===== src/zlhs_pkg.sv =====
// ----------------------------------------------------------------------------
// zlhs_pkg: shared types and constants of the ZIP local header name scanner
// Holds the result record, result kind codes, scan phase codes and header
// offsets used by the scanner core, the result queue and the top level.
// ----------------------------------------------------------------------------
package zlhs_pkg;

    // Result kinds
    localparam logic [1:0] KIND_HEADER  = 2'd0;
    localparam logic [1:0] KIND_NAME    = 2'd1;
    localparam logic [1:0] KIND_SUMMARY = 2'd2;

    // Scan phases
    localparam logic [1:0] PH_SCAN   = 2'd0;
    localparam logic [1:0] PH_HEADER = 2'd1;
    localparam logic [1:0] PH_NAME   = 2'd2;

    // Local file header signature, oldest byte in the top bits
    localparam logic [31:0] HDR_SIGNATURE = 32'h504B_0304;

    // Header offsets
    localparam logic [4:0] OFS_AFTER_SIG = 5'd4;
    localparam logic [4:0] OFS_LEN_LO    = 5'd26;
    localparam logic [4:0] OFS_LEN_HI    = 5'd27;
    localparam logic [4:0] OFS_HDR_LAST  = 5'd29;

    localparam logic [15:0] COUNT_MAX = 16'hFFFF;

    // Result queue geometry
    localparam int QUEUE_DEPTH = 4;
    localparam int QPTR_W      = $clog2(QUEUE_DEPTH);
    localparam int QCNT_W      = $clog2(QUEUE_DEPTH + 1);

    typedef struct packed {
        logic [1:0]  kind;
        logic [15:0] value;
        logic        name_end;
        logic [15:0] headers_found;
    } result_t;

    // Up to two results produced by one input byte, packed from slot 0
    typedef struct packed {
        logic    push0;
        logic    push1;
        result_t res0;
        result_t res1;
    } step_t;

endpackage


===== src/zlhs_intf.sv =====
// ----------------------------------------------------------------------------
// zlhs channel interfaces
// Valid/ready channels for the input byte stream and the result stream.
// ----------------------------------------------------------------------------
interface zlhs_byte_if;
    logic       valid;
    logic       ready;
    logic [7:0] data_byte;
    logic       final_byte;

    modport source (output valid, output data_byte, output final_byte, input ready);
    modport sink   (input valid, input data_byte, input final_byte, output ready);
endinterface

interface zlhs_result_if;
    logic        valid;
    logic        ready;
    logic [1:0]  kind;
    logic [15:0] value;
    logic        name_end;
    logic [15:0] headers_found;

    modport source (output valid, output kind, output value, output name_end,
                    output headers_found, input ready);
    modport sink   (input valid, input kind, input value, input name_end,
                    input headers_found, output ready);
endinterface


===== src/zlhs_core.sv =====
// ----------------------------------------------------------------------------
// zlhs_core: signature scan and header walk
// Updates the scan state for one accepted byte and emits up to two results.
// ----------------------------------------------------------------------------
module zlhs_core
    import zlhs_pkg::*;
(
    input  logic       clk,
    input  logic       rst_n,
    input  logic       take,
    input  logic [7:0] data_byte,
    input  logic       final_byte,
    output step_t      step
);

    logic [23:0] recent_reg, recent_next;
    logic [1:0]  phase_reg, phase_next;
    logic [4:0]  offset_reg, offset_next;
    logic [7:0]  len_lo_reg, len_lo_next;
    logic [15:0] remain_reg, remain_next;
    logic [15:0] count_reg, count_next;

    logic        a_valid;
    result_t     a_res;
    result_t     sum_res;
    logic [31:0] window;
    logic [15:0] name_len;

    always_comb
    begin
        recent_next = recent_reg;
        phase_next  = phase_reg;
        offset_next = offset_reg;
        len_lo_next = len_lo_reg;
        remain_next = remain_reg;
        count_next  = count_reg;
        a_valid     = 1'b0;
        a_res       = '0;
        sum_res     = '0;
        window      = {recent_reg, data_byte};
        name_len    = {data_byte, len_lo_reg};

        if (take)
        begin
            unique case (phase_reg)
                PH_HEADER:
                begin
                    if (offset_reg == OFS_LEN_LO)
                    begin
                        len_lo_next = data_byte;
                    end
                    else if (offset_reg == OFS_LEN_HI)
                    begin
                        remain_next           = name_len;
                        a_valid               = 1'b1;
                        a_res.kind            = KIND_HEADER;
                        a_res.value           = name_len;
                        a_res.name_end        = (name_len == 16'd0);
                        a_res.headers_found   = count_reg;
                    end
                    if (offset_reg >= OFS_HDR_LAST)
                    begin
                        phase_next  = (remain_reg == 16'd0) ? PH_SCAN : PH_NAME;
                        recent_next = '0;
                        offset_next = '0;
                    end
                    else
                    begin
                        offset_next = offset_reg + 5'd1;
                    end
                end
                PH_NAME:
                begin
                    a_valid             = 1'b1;
                    a_res.kind          = KIND_NAME;
                    a_res.value         = {8'd0, data_byte};
                    a_res.name_end      = (remain_reg <= 16'd1);
                    a_res.headers_found = count_reg;
                    remain_next         = remain_reg - 16'd1;
                    if (remain_reg <= 16'd1)
                    begin
                        remain_next = '0;
                        phase_next  = PH_SCAN;
                        recent_next = '0;
                    end
                end
                default:
                begin
                    if (window == HDR_SIGNATURE)
                    begin
                        if (count_reg != COUNT_MAX)
                        begin
                            count_next = count_reg + 16'd1;
                        end
                        phase_next  = PH_HEADER;
                        offset_next = OFS_AFTER_SIG;
                        len_lo_next = '0;
                        remain_next = '0;
                        recent_next = '0;
                    end
                    else
                    begin
                        phase_next  = PH_SCAN;
                        recent_next = window[23:0];
                    end
                end
            endcase

            sum_res.kind          = KIND_SUMMARY;
            sum_res.value         = count_next;
            sum_res.name_end      = 1'b0;
            sum_res.headers_found = count_next;

            // End of file: start over for the next one
            if (final_byte)
            begin
                recent_next = '0;
                phase_next  = PH_SCAN;
                offset_next = '0;
                len_lo_next = '0;
                remain_next = '0;
                count_next  = '0;
            end
        end

        step.push0 = take && (a_valid || final_byte);
        step.push1 = take && a_valid && final_byte;
        step.res0  = a_valid ? a_res : sum_res;
        step.res1  = sum_res;
    end

    always_ff @(posedge clk or negedge rst_n)
    begin
        if (!rst_n)
        begin
            recent_reg <= '0;
            phase_reg  <= PH_SCAN;
            offset_reg <= '0;
            len_lo_reg <= '0;
            remain_reg <= '0;
            count_reg  <= '0;
        end
        else
        begin
            recent_reg <= recent_next;
            phase_reg  <= phase_next;
            offset_reg <= offset_next;
            len_lo_reg <= len_lo_next;
            remain_reg <= remain_next;
            count_reg  <= count_next;
        end
    end

`ifndef ASSERT_OFF
    // Name bytes are counted down and never underflow past zero
    a_name_remain: assert property (@(posedge clk) disable iff (!rst_n)
        (phase_reg == PH_NAME) |-> (remain_reg != 16'd0))
        else $error("zlhs_core: name phase with nothing left");

    // The header count only steps by one, holds, or clears on a final byte
    a_count_step: assert property (@(posedge clk) disable iff (!rst_n)
        (take && !final_byte) |=>
            (count_reg == $past(count_reg) || count_reg == $past(count_reg) + 16'd1))
        else $error("zlhs_core: header count jumped");

    // The header walk stays inside the header
    a_offset_range: assert property (@(posedge clk) disable iff (!rst_n)
        (phase_reg == PH_HEADER) |-> (offset_reg >= OFS_AFTER_SIG && offset_reg <= OFS_HDR_LAST))
        else $error("zlhs_core: header offset out of range");
`endif

endmodule


===== src/zlhs_rqueue.sv =====
// ----------------------------------------------------------------------------
// zlhs_rqueue: result queue
// Small register queue taking up to two results per cycle, handing out one.
// ----------------------------------------------------------------------------
module zlhs_rqueue
    import zlhs_pkg::*;
(
    input  logic    clk,
    input  logic    rst_n,
    input  step_t   step,
    output logic    room,
    output logic    out_valid,
    input  logic    out_ready,
    output result_t out_res
);

    result_t             mem_reg [QUEUE_DEPTH];
    logic [QPTR_W-1:0]   wr_ptr_reg, wr_ptr_next;
    logic [QPTR_W-1:0]   rd_ptr_reg, rd_ptr_next;
    logic [QCNT_W-1:0]   count_reg, count_next;
    logic [QPTR_W-1:0]   wr_ptr_1;
    logic                pop;
    logic [QCNT_W-1:0]   n_push;

    assign pop       = out_valid && out_ready;
    assign out_valid = (count_reg != '0);
    assign out_res   = mem_reg[rd_ptr_reg];
    // Two free slots are needed to take any byte
    assign room      = (count_reg <= QCNT_W'(QUEUE_DEPTH - 2));
    assign wr_ptr_1  = wr_ptr_reg + QPTR_W'(1);
    assign n_push    = QCNT_W'(step.push0) + QCNT_W'(step.push1);

    always_comb
    begin
        wr_ptr_next = wr_ptr_reg + QPTR_W'(n_push);
        rd_ptr_next = rd_ptr_reg + QPTR_W'(pop);
        count_next  = count_reg + n_push - QCNT_W'(pop);
    end

    always_ff @(posedge clk)
    begin
        if (step.push0)
        begin
            mem_reg[wr_ptr_reg] <= step.res0;
        end
        if (step.push1)
        begin
            mem_reg[wr_ptr_1] <= step.res1;
        end
    end

    always_ff @(posedge clk or negedge rst_n)
    begin
        if (!rst_n)
        begin
            wr_ptr_reg <= '0;
            rd_ptr_reg <= '0;
            count_reg  <= '0;
        end
        else
        begin
            wr_ptr_reg <= wr_ptr_next;
            rd_ptr_reg <= rd_ptr_next;
            count_reg  <= count_next;
        end
    end

`ifndef ASSERT_OFF
    a_no_overflow: assert property (@(posedge clk) disable iff (!rst_n)
        step.push0 |-> (count_reg <= QCNT_W'(QUEUE_DEPTH - 2)))
        else $error("zlhs_rqueue: push without room");

    a_second_needs_first: assert property (@(posedge clk) disable iff (!rst_n)
        step.push1 |-> step.push0)
        else $error("zlhs_rqueue: slot 1 written without slot 0");

    // Pointer gap wraps at the queue depth, so a full queue shows a gap of zero
    a_count_track: assert property (@(posedge clk) disable iff (!rst_n)
        (count_reg != '0) |-> ((wr_ptr_reg - rd_ptr_reg) == QPTR_W'(count_reg)))
        else $error("zlhs_rqueue: fill count out of step with pointers");
`endif

endmodule


===== src/zip_local_header_name_scanner_unit.sv =====
// ----------------------------------------------------------------------------
// zip_local_header_name_scanner_unit: ZIP local file header name scanner
// Scans a byte stream for local file headers and reports each file name.
// ----------------------------------------------------------------------------
// The block takes one file byte per request and scans for the local header
// signature 50 4B 03 04. On a hit it counts the header (saturating at 65535),
// walks to header offset 26, reads the 16-bit little-endian name length and
// reports a header result (kind 0) with that length when offset 27 arrives;
// name_end is set there if the name is empty. Each name byte is then
// reported as kind 1, the last one with name_end set, and scanning resumes
// at the byte right after the name. A byte marked final_byte adds a summary
// (kind 2) with the header count after its own result, and the block then
// starts over for the next file; an unfinished header or name is dropped.
// One byte is taken per clock while the queue has room; the scan state
// updates as each byte is taken, and results go into a four-entry register
// queue whose head drives the result port. A byte is taken whenever two
// queue slots are free, so the rate is one byte per cycle as long as
// results are drained one per cycle; only the final byte of a file makes
// two results.
// ----------------------------------------------------------------------------
module zip_local_header_name_scanner_unit
    import zlhs_pkg::*;
(
    input  logic             clk,
    input  logic             rst_n,
    zlhs_byte_if.sink        scan,
    zlhs_result_if.source    report
);

    step_t   step;
    logic    room;
    logic    take;
    result_t head;

    // Accept a byte only while the queue can hold both possible results
    assign scan.ready = room;
    assign take       = scan.valid && room;

    zlhs_core u_core (
        .clk        (clk),
        .rst_n      (rst_n),
        .take       (take),
        .data_byte  (scan.data_byte),
        .final_byte (scan.final_byte),
        .step       (step)
    );

    // Hold results until the sink takes them
    zlhs_rqueue u_rqueue (
        .clk       (clk),
        .rst_n     (rst_n),
        .step      (step),
        .room      (room),
        .out_valid (report.valid),
        .out_ready (report.ready),
        .out_res   (head)
    );

    assign report.kind          = head.kind;
    assign report.value         = head.value;
    assign report.name_end      = head.name_end;
    assign report.headers_found = head.headers_found;

endmodule

===== src/flat_wrapper.sv =====
// flat-port wrapper written by rule: the top's interface ports become plain ports
module zip_local_header_name_scanner_unit_flat import zlhs_pkg::*;
  (clk, rst_n, scan_valid, scan_data_byte, scan_final_byte, scan_ready, report_valid, report_kind, report_value, report_name_end, report_headers_found, report_ready);
  zlhs_byte_if scan_i ();
  zlhs_result_if report_i ();
  input  logic clk;
  input  logic rst_n;
  input wire logic [$bits(scan_i.valid)-1:0] scan_valid;
  input wire logic [$bits(scan_i.data_byte)-1:0] scan_data_byte;
  input wire logic [$bits(scan_i.final_byte)-1:0] scan_final_byte;
  output wire logic [$bits(scan_i.ready)-1:0] scan_ready;
  output wire logic [$bits(report_i.valid)-1:0] report_valid;
  output wire logic [$bits(report_i.kind)-1:0] report_kind;
  output wire logic [$bits(report_i.value)-1:0] report_value;
  output wire logic [$bits(report_i.name_end)-1:0] report_name_end;
  output wire logic [$bits(report_i.headers_found)-1:0] report_headers_found;
  input wire logic [$bits(report_i.ready)-1:0] report_ready;
  assign scan_i.valid = scan_valid;
  assign scan_i.data_byte = scan_data_byte;
  assign scan_i.final_byte = scan_final_byte;
  assign scan_ready = scan_i.ready;
  assign report_valid = report_i.valid;
  assign report_kind = report_i.kind;
  assign report_value = report_i.value;
  assign report_name_end = report_i.name_end;
  assign report_headers_found = report_i.headers_found;
  assign report_i.ready = report_ready;
  zip_local_header_name_scanner_unit u_core (.clk(clk), .rst_n(rst_n), .scan(scan_i), .report(report_i));
endmodule

===== config.mk =====
export PLATFORM = sky130hd
export DESIGN_NAME = zip_local_header_name_scanner_unit_flat
export DESIGN_NICKNAME = d
export VERILOG_FILES = /design/src/zlhs_pkg.sv /design/src/zlhs_intf.sv /design/src/zlhs_core.sv /design/src/zlhs_rqueue.sv /design/src/zip_local_header_name_scanner_unit.sv /design/src/flat_wrapper.sv
export SDC_FILE = /design/constraint.sdc
export NUM_CORES = 1
export LEC_CHECK = 0
export CAP_MARGIN = 5
export CORE_MARGIN = 3
export CORE_UTILIZATION = 45
export DETAILED_ROUTE_END_ITERATION = 8
export DONT_BUFFER_PORTS = 1
export HOLD_SLACK_MARGIN = 0.06
export SYNTH_ARGS = -nofsm -noshare
export SYNTH_HDL_FRONTEND = slang
export SYNTH_SLANG_ARGS = --single-unit

===== constraint.sdc =====
create_clock -name clk -period 4.1 [get_ports clk]
set_clock_uncertainty 0.05 [all_clocks]
set_input_delay 0.41 -clock clk [delete_from_list [all_inputs] [get_ports clk]]
set_output_delay 0.41 -clock clk [all_outputs]
set_load 0.02 [all_outputs]

==> results by group, run 1 <==
Route
  – Avg Vias per Cell: 5.93
  – TritonRoute pass-1 iters: 5
  – Routed WL: 27.5 mm
  – Drt drc: 0
  – Total number of vias: 7692
  – DRT iter0 DRCs: 598
  – ANT nets after route: 0
  – WL/cell: about 21 um

Yosys
  – Post-synthesis simple-gate area fraction: 0.156
  – Number of flops mapped to enable cells by yosys: 132
  – Top cells by area, synth: edfxtp_1 37%, dfrtp_1 18%, mux4_2 7.4%, nand2_1 4.8%, nor2_1 3.5%
  – Mapped cell area: 0.0107 sq mm
  – Seq/Total Area, Yosys: 0.567
  – Synth Instances: 946
  – FF+latch count, synth: 218
  – Synth cell count leaders: 136 x nand2_1, 132 x edfxtp_1, 100 x nor2_1
  – Post-synthesis xor/xnor area fraction: 0.0139
  – Top-area cell type share of the netlist area: 0.370
  – Most common cell in the synthesized netlist: nand2_1
  – Leading area contributor after synthesis: edfxtp_1
  – Synth Warn #: 0
  – Prevailing post-synth register cell: edfxtp_1
  – Mapped Nets: about 1000
  – Synth Area in Adders: 0.0194
  – Distinct cells, synth: 66
  – Mapped Avg Cell Area: ~11 sq um
  – Mux cell area share after synthesis: 0.0845
  – Main combinational cell family by area after synthesis: simple AND/OR/NAND/NOR gates
  – Synth Area in Compound Gates: 0.130
  – Async S/R FF share, synth: 0.358

STA
  – Tmin final: ~3300 ps
  – F_max: 0.305 GHz
  – Final period util: 0.799
  – Final slew viol count: 0
  – Slew headroom: 0.316
  – Hold Fails Final Rpt: 0
  – Final setup violation count: 0
  – Setup TNS: 0 ps
  – RSZ-0062 raised after global routing: false
  – Worst-margin pin slew: 1020 ps

Floorplan
  – Die Y: approximately 160 um
  – Die footprint: 0.0257 sq mm
  – Die W: around 160 um
  – I/O pin count: 50
  – Rows: 55
  – Area of the core: 0.0230 sq mm
  – Starting density of the core: 0.466

Critical path
  – Crit path launch: u_core.u_core.recent_reg[17]$_DFFE_PN0P_
  – Worst setup EP type: register
  – RR Endpoint: u_core.u_rqueue.mem_reg[1][27]$_DFFE_PP_
  – Slowest CP cell: or4_4
  – R2R depth: 6
  – End of the critical path: u_core.u_rqueue.mem_reg[1][27]$_DFFE_PP_
  – Worst path cell trace: or4_4 -> nor4_4 -> nand4_4 -> or4_4 -> xor2_1 -> o22ai_1
  – Most Frequent Cell on Critical Path: or4_4
  – Worst-path fanout max: 8
  – Worst Path Class, Setup: reg2reg
  – Worst path required time: 4300 ps
  – Crit-path max cell delay: about 600 ps
  – Worst Path Arrival: 3470 ps
  – Worst flop-to-flop path startpoint: u_core.u_core.recent_reg[17]$_DFFE_PN0P_
  – Startpoint types: register
  – Flop2flop setup slack: 820 ps

Worst hold path
  – Hold crit path type: in2reg

Clock tree
  – Bufs on Longest Clock Path: 3
  – CTS clk-pin slew, worst paths: around 60 ps
  – H-tree depth: 1
  – CTS root buffer: clkbuf_16
  – Clk sinks: approximately 220
  – Clock latency on the worst-skew pair: approximately 520 ps
  – CTS tree: yes
  – Setup Buffers After CTS: 0
  – Post-CTS sizing: 0
  – TritonCTS Buffers: 24

Place
  – HPWL Detailed: 18.0 mm
  – Port Buffers: 0
  – GP Congestion: 0.836

Cells and area
  – Post-layout util: 0.526
  – Final nets: 996
  – Largest register FFs: 140
  – Synth-to-Final Area Change: 12.8%
  – N_diodes: 0
  – Layout cells sized above 1: 0.131

Global routing
  – Number of global-route vias before repair: between 7k and 8k
  – GR Overflow Total: 0
  – GRT Total Usage: 0.212
  – Largest net degree at the start of global routing: 79
  – Initial antenna violation count: 0
  – First-pass GRT wire length: 43.6 mm

Power and ir drop
  – Pwr Density: 543 mW/mm^2
  – VDD IR max: 0.329 mV
  – P_leak: about 4.5 nW

Status
  – Status: complete, no violations

Flow run
  – Max-cap violations: 0
==> layout make-up <==
type | count | area [sq um]
fillers | 2042 | 10900
flip-flops and latches | 218 | 6080
multi-input cells | 647 | 4330
clock buffers | 34 | 688
repair buffers | 45 | 408
well taps | 313 | 392
inverters | 31 | 116
clock inverters | 10 | 80.1
==> worst max-delay path, delay by kind of cell (launching register included) <==
| kind | cells | cell delay (ps) |
|---|---|---|
| simple gates | 4 | 1880 |
| xor+xnor | 1 | 530 |
| flops | 1 | 370 |
| compound gates | 1 | 170 |
==> per-stage QoR <==
stage | cells | instance area [sq um] | setup slack, ps | power, W | hold slack, ps
after global routing | 1298 | 12100 | 565 | 0.00688 | 91.0
after CTS | 1298 | 12100 | 811 | 0.00663 | 63.8
after floorplan | 946 | 10700 | 779 | 0.00407 | 64.4
final | 1298 | 12100 | 824 | 0.00656 | 78.2
after global placement | 1243 | 11200 | 879 | 0.00448 | 69.2
after detailed placement | 1243 | 11200 | 824 | 0.00451 | 69.6
==> per-layer routing <==
layer  vias up  GRT usage  share of wire  routed length (um)
met1      3831      0.289           0.44               12000
met2       232      0.354           0.48               13200
met5         -          0              0                   0
met4         0     0.0604          0.024                 667
met3        41     0.0361          0.061                1680
li1       3588          -              -                   -
==> cells in the final DEF (no fill, tap or decap), drive strengths merged, types with 3 or more instances in the layout <==
cell | synthesis | routed
a21o | 3 | 3
and4b | 3 | 3
xor2 | 7 | 7
or2 | 5 | 5
dlygate4sd3 | 0 | 10
a22oi | 3 | 3
ha | 15 | 15
and2 | 6 | 6
dfrtp | 78 | 78
o211ai | 9 | 9
a22o | 24 | 24
clkinv | 0 | 9
nand2 | 136 | 136
o22ai | 59 | 59
dfxtp | 8 | 8
edfxtp | 132 | 132
nor3b | 3 | 3
nand3 | 22 | 22
and3 | 5 | 5
nand2b | 7 | 7
o31ai | 7 | 7
nor2 | 100 | 100
o21ai | 67 | 67
nand4 | 11 | 11
buf | 7 | 35
a31oi | 4 | 4
nor4 | 6 | 6
mux4 | 35 | 35
a2bb2oi | 3 | 3
inv | 31 | 31
nor2b | 6 | 6
nor3 | 26 | 26
mux2i | 8 | 8
or3 | 3 | 3
or4 | 9 | 9
a21oi | 20 | 20
clkbuf | 43 | 34
xnor2 | 10 | 10
==> power breakdown <==
| group | total (W) | leakage [nW] | switching, W | internal [W] |
|---|---|---|---|---|
| Sequential | 0.00279 | 2.40 | 0.000225 | 0.00257 |
| Combinational | 0.00169 | 1.72 | 0.00107 | 0.000617 |
| Clock | 0.00208 | 0.378 | 0.000856 | 0.00123 |
| Total | 0.00656 | 4.50 | 0.00215 | 0.00441 |
==> what timing repair did <==
item                                    in CTS  in global routing
hold buffers                                11                  0
endpoints found under the hold margin      112                  0
endpoints found under the setup margin       0                  0
==> worst min-delay path by stage <==
stage               cells after the start              start                                       end  slack, ps
finish                                  3  scan_data_byte[0]   u_core.u_core.remain_reg[8]$_DFFE_PN0P_         80
global route                            3  scan_data_byte[0]   u_core.u_core.remain_reg[8]$_DFFE_PN0P_         90
CTS                                     3  scan_data_byte[0]   u_core.u_core.remain_reg[8]$_DFFE_PN0P_         60
detailed placement                      0              rst_n  u_core.u_core.remain_reg[14]$_DFFE_PN0P_         70
global placement                        0              rst_n  u_core.u_core.remain_reg[14]$_DFFE_PN0P_         70
floorplan                               0              rst_n    u_core.u_core.count_reg[0]$_DFFE_PN0P_         60
==> logic make-up (layout without fill, tap and decap cells) <==
logic type      count (synthesis)  after routing
simple gates                  355            355
buf+inv                        81            120
flops                         218            218
fa+ha+maj                      16             16
compound gates                214            214
xor+xnor                       17             17
mux                            45             45
Power figures use the tool's default switching activity.
==> run 2, diff against run 1 <==
- ABC_AREA: default -> 1
- clock period: 4.1 -> 3.4 ns (I/O delays scaled with it)
==> run 2 against run 1 <==
Net effect:
- first-iteration DRC count increased by 76%
- clock power increased by 28%
- combinational power increased by 91%
- count of clock-buffer cells in the layout increased by 5
- fmax increased by 7.4%
- area after synthesis increased by 10%
- sequential power increased by 24%
- sequential share of layout area decreased by 3.9 points
- non-clock buffer count decreased by 4
- final area increased by 8.4%
- worst setup slack got worse by 470 ps
- largest power group unchanged
- highest routed layer unchanged
==> results by group, run 2 <==
Critical path
  – Startpoint types: register
  – Flop2flop setup slack: about 350 ps
  – Worst setup EP type: register
  – RR Endpoint: u_core.u_rqueue.mem_reg[3][25]$_DFFE_PP_
  – R2R depth: 14
  – Worst Path Arrival: 3300 ps
  – Worst flop-to-flop path startpoint: u_core.u_core.offset_reg[0]$_DFFE_PN0P_
  – Worst Path Class, Setup: reg2reg
  – Worst path required time: 3650 ps
  – Worst-path fanout max: 18

Yosys
  – Leading area contributor after synthesis: edfxtp_1
  – Seq/Total Area, Yosys: 0.515
  – Mapped cell area: 0.0118 sq mm
  – Top cells by area, synth: edfxtp_1 34%, dfrtp_1 17%, nand2_1 12%, nand3_1 5.3%, o21ai_0 5.3%
  – Async S/R FF share, synth: 0.358
  – Most common cell in the synthesized netlist: nand2_1
  – Synth cell count leaders: 363 x nand2_1, 147 x nor2_1, 132 x edfxtp_1
  – FF+latch count, synth: 218
  – Synth Warn #: 0
  – Mapped Nets: 1465
  – Number of flops mapped to enable cells by yosys: 132
  – Prevailing post-synth register cell: edfxtp_1
  – Distinct cells, synth: 40
  – Top-area cell type share of the netlist area: 0.336
  – Synth Instances: 1436
  – Mapped Avg Cell Area: just over 8 sq um

Cells and area
  – Synth-to-Final Area Change: 11.1%
  – Most common cell after layout, fill and taps aside: nand2_1
  – Layout cells sized above 1: 0.0667
  – Largest register FFs: 140
  – N_diodes: 0
  – Final nets: 1464
  – Most frequent cells in the layout: 363 x nand2_1, 147 x nor2_1, 132 x edfxtp_1, 125 x nand3_1, 125 x o21ai_0

Route
  – WL/cell: just under 20 um
  – Total number of vias: between 10k and 15k
  – Routed WL: 34.9 mm
  – ANT nets after route: 0
  – Drt drc: 0
  – Avg Vias per Cell: approximately 5.7
  – TritonRoute pass-1 iters: 6
  – DRT iter0 DRCs: 1050

Floorplan
  – Area of the core: 0.0255 sq mm
  – Rows: 58
  – Die Y: about 170 um
  – Die W: 168 um
  – Starting density of the core: 0.463
  – I/O pin count: 50
  – Die footprint: 0.0282 sq mm

STA
  – Tmin final: 3050 ps
  – Final slew viol count: 0
  – Worst-margin pin slew: around 940 ps
  – Setup TNS: 0 ps
  – F_max: 0.328 GHz
  – Hold Fails Final Rpt: 0
  – Slew headroom: 0.372
  – Final setup violation count: 0
  – Final period util: 0.897
  – RSZ-0062 raised after global routing: false

Place
  – Port Buffers: 0
  – GP Congestion: 0.973
  – HPWL Detailed: 23.2 mm

Clock tree
  – CTS tree: yes
  – CTS clk-pin slew, worst paths: 60 ps
  – H-tree depth: 1
  – Bufs on Longest Clock Path: 3
  – Clock latency on the worst-skew pair: 540 ps
  – Clk sinks: 218
  – TritonCTS Buffers: 25
  – CTS root buffer: clkbuf_16

Global routing
  – Largest net degree at the start of global routing: 79
  – Number of global-route vias before repair: around 10k
  – First-pass GRT wire length: ~55 mm
  – GR Overflow Total: 0
  – GRT Total Usage: 0.244
  – Initial antenna violation count: 0

Power and ir drop
  – P_leak: 5.53 nW
  – Pwr Density: approximately 710 mW/mm^2
  – Total Power: approximately 0.0094 W
  – VDD IR max: 0.431 mV

Worst hold path
  – WHS Endpoint: u_core.u_core.len_lo_reg[0]$_DFFE_PN0P_
  – Hold crit path type: in2reg
  – Worst Hold Path Cells: 4
  – Hold Crit Start: scan_data_byte[0]

Flow run
  – Max-cap violations: 0

Status
  – Status: complete, no violations
[run 2: area by class of cell]
type                            instances  area [sq um]
Fill cell                            2434         12400
Sequential cell                       218          6080
Multi-Input combinational cell       1020          4940
Clock buffer                           39           759
Inverter                              129           488
Tap cell                              330           413
Timing Repair Buffer                   41           378
Clock inverter                          7          52.6
[run 2: metrics by stage]
| step | worst slack [ps] | cells | instance area [sq um] | utilization | hold WS [ps] |
|---|---|---|---|---|---|
| 6_report | 350 | 1784 | 13100 | 0.514 | 75.1 |
| 5_1_grt | 68.7 | 1784 | 13100 | 0.514 | 91.0 |
| 2_1_floorplan | 467 | 1436 | 11800 | - | -5.59 |
| 3_5_place_dp | 230 | 1727 | 12200 | 0.477 | -2.04 |
| 4_1_cts | 218 | 1784 | 13100 | 0.514 | 65.3 |
| 3_3_place_gp | 283 | 1727 | 12200 | 0.477 | -1.85 |
[run 2: how the worst max path moves through the flow]
stage                                            start  depth (start not counted)                                        to  slack, ps
6_report       u_core.u_core.offset_reg[0]$_DFFE_PN0P_                         14  u_core.u_rqueue.mem_reg[3][25]$_DFFE_PP_        350
2_1_floorplan   u_core.u_rqueue.count_reg[0]$_DFF_PN0_                          9   u_core.u_rqueue.mem_reg[3][0]$_DFFE_PP_        470
4_1_cts        u_core.u_core.offset_reg[0]$_DFFE_PN0P_                         16    u_core.u_rqueue.count_reg[2]$_DFF_PN0_        220
3_3_place_gp   u_core.u_core.offset_reg[0]$_DFFE_PN0P_                         16    u_core.u_rqueue.count_reg[2]$_DFF_PN0_        280
5_1_grt        u_core.u_core.offset_reg[0]$_DFFE_PN0P_                         14  u_core.u_rqueue.mem_reg[3][25]$_DFFE_PP_         70
3_5_place_dp   u_core.u_core.offset_reg[0]$_DFFE_PN0P_                         16    u_core.u_rqueue.count_reg[2]$_DFF_PN0_        230
[run 2: kinds of logic after synthesis]
family	after synthesis	share of synthesized area
simple gates	696	0.250
compound gates	291	0.138
flops	218	0.515
buf+inv	198	0.0667
xor+xnor	17	0.0126
fa+ha+maj	16	0.0176
[run 2: timing repair]
item,4_1_cts,5_1_grt
hold buffers,11,0
resized for setup,0,2
endpoints found under the setup margin,0,6
endpoints found under the hold margin,103,0
setup buffers,0,0
[run 2: metal layers]
layer | GRT usage | up-vias | wire length (um)
met3 | 0.0406 | 71 | 2490
met4 | 0.0662 | 0 | 944
met2 | 0.398 | 368 | 16200
met1 | 0.340 | 4894 | 15200
li1 | - | 4908 | -
met5 | 0 | - | 0
[run 2: where the power goes]
group | internal, W | switching, W | total (W)
Sequential | 0.00320 | 0.000270 | 0.00347
Combinational | 0.000817 | 0.00242 | 0.00323
Clock | 0.00154 | 0.00111 | 0.00266
Total | 0.00556 | 0.00380 | 0.00936
[run 2: worst max-delay path, stage by stage (launching register included)]
cell and delay, ps:
dfrtp_1 420, inv_1 110, ha_1 140, nand2_1 40, nor2_1 210, nor2_4 120
nand2_1 130, nand2_1 80, nand3_2 90, buf_4 240, clkinv_1 450, nand3_1 300
o21ai_0 250, nand2_1 120, nand2_1 60
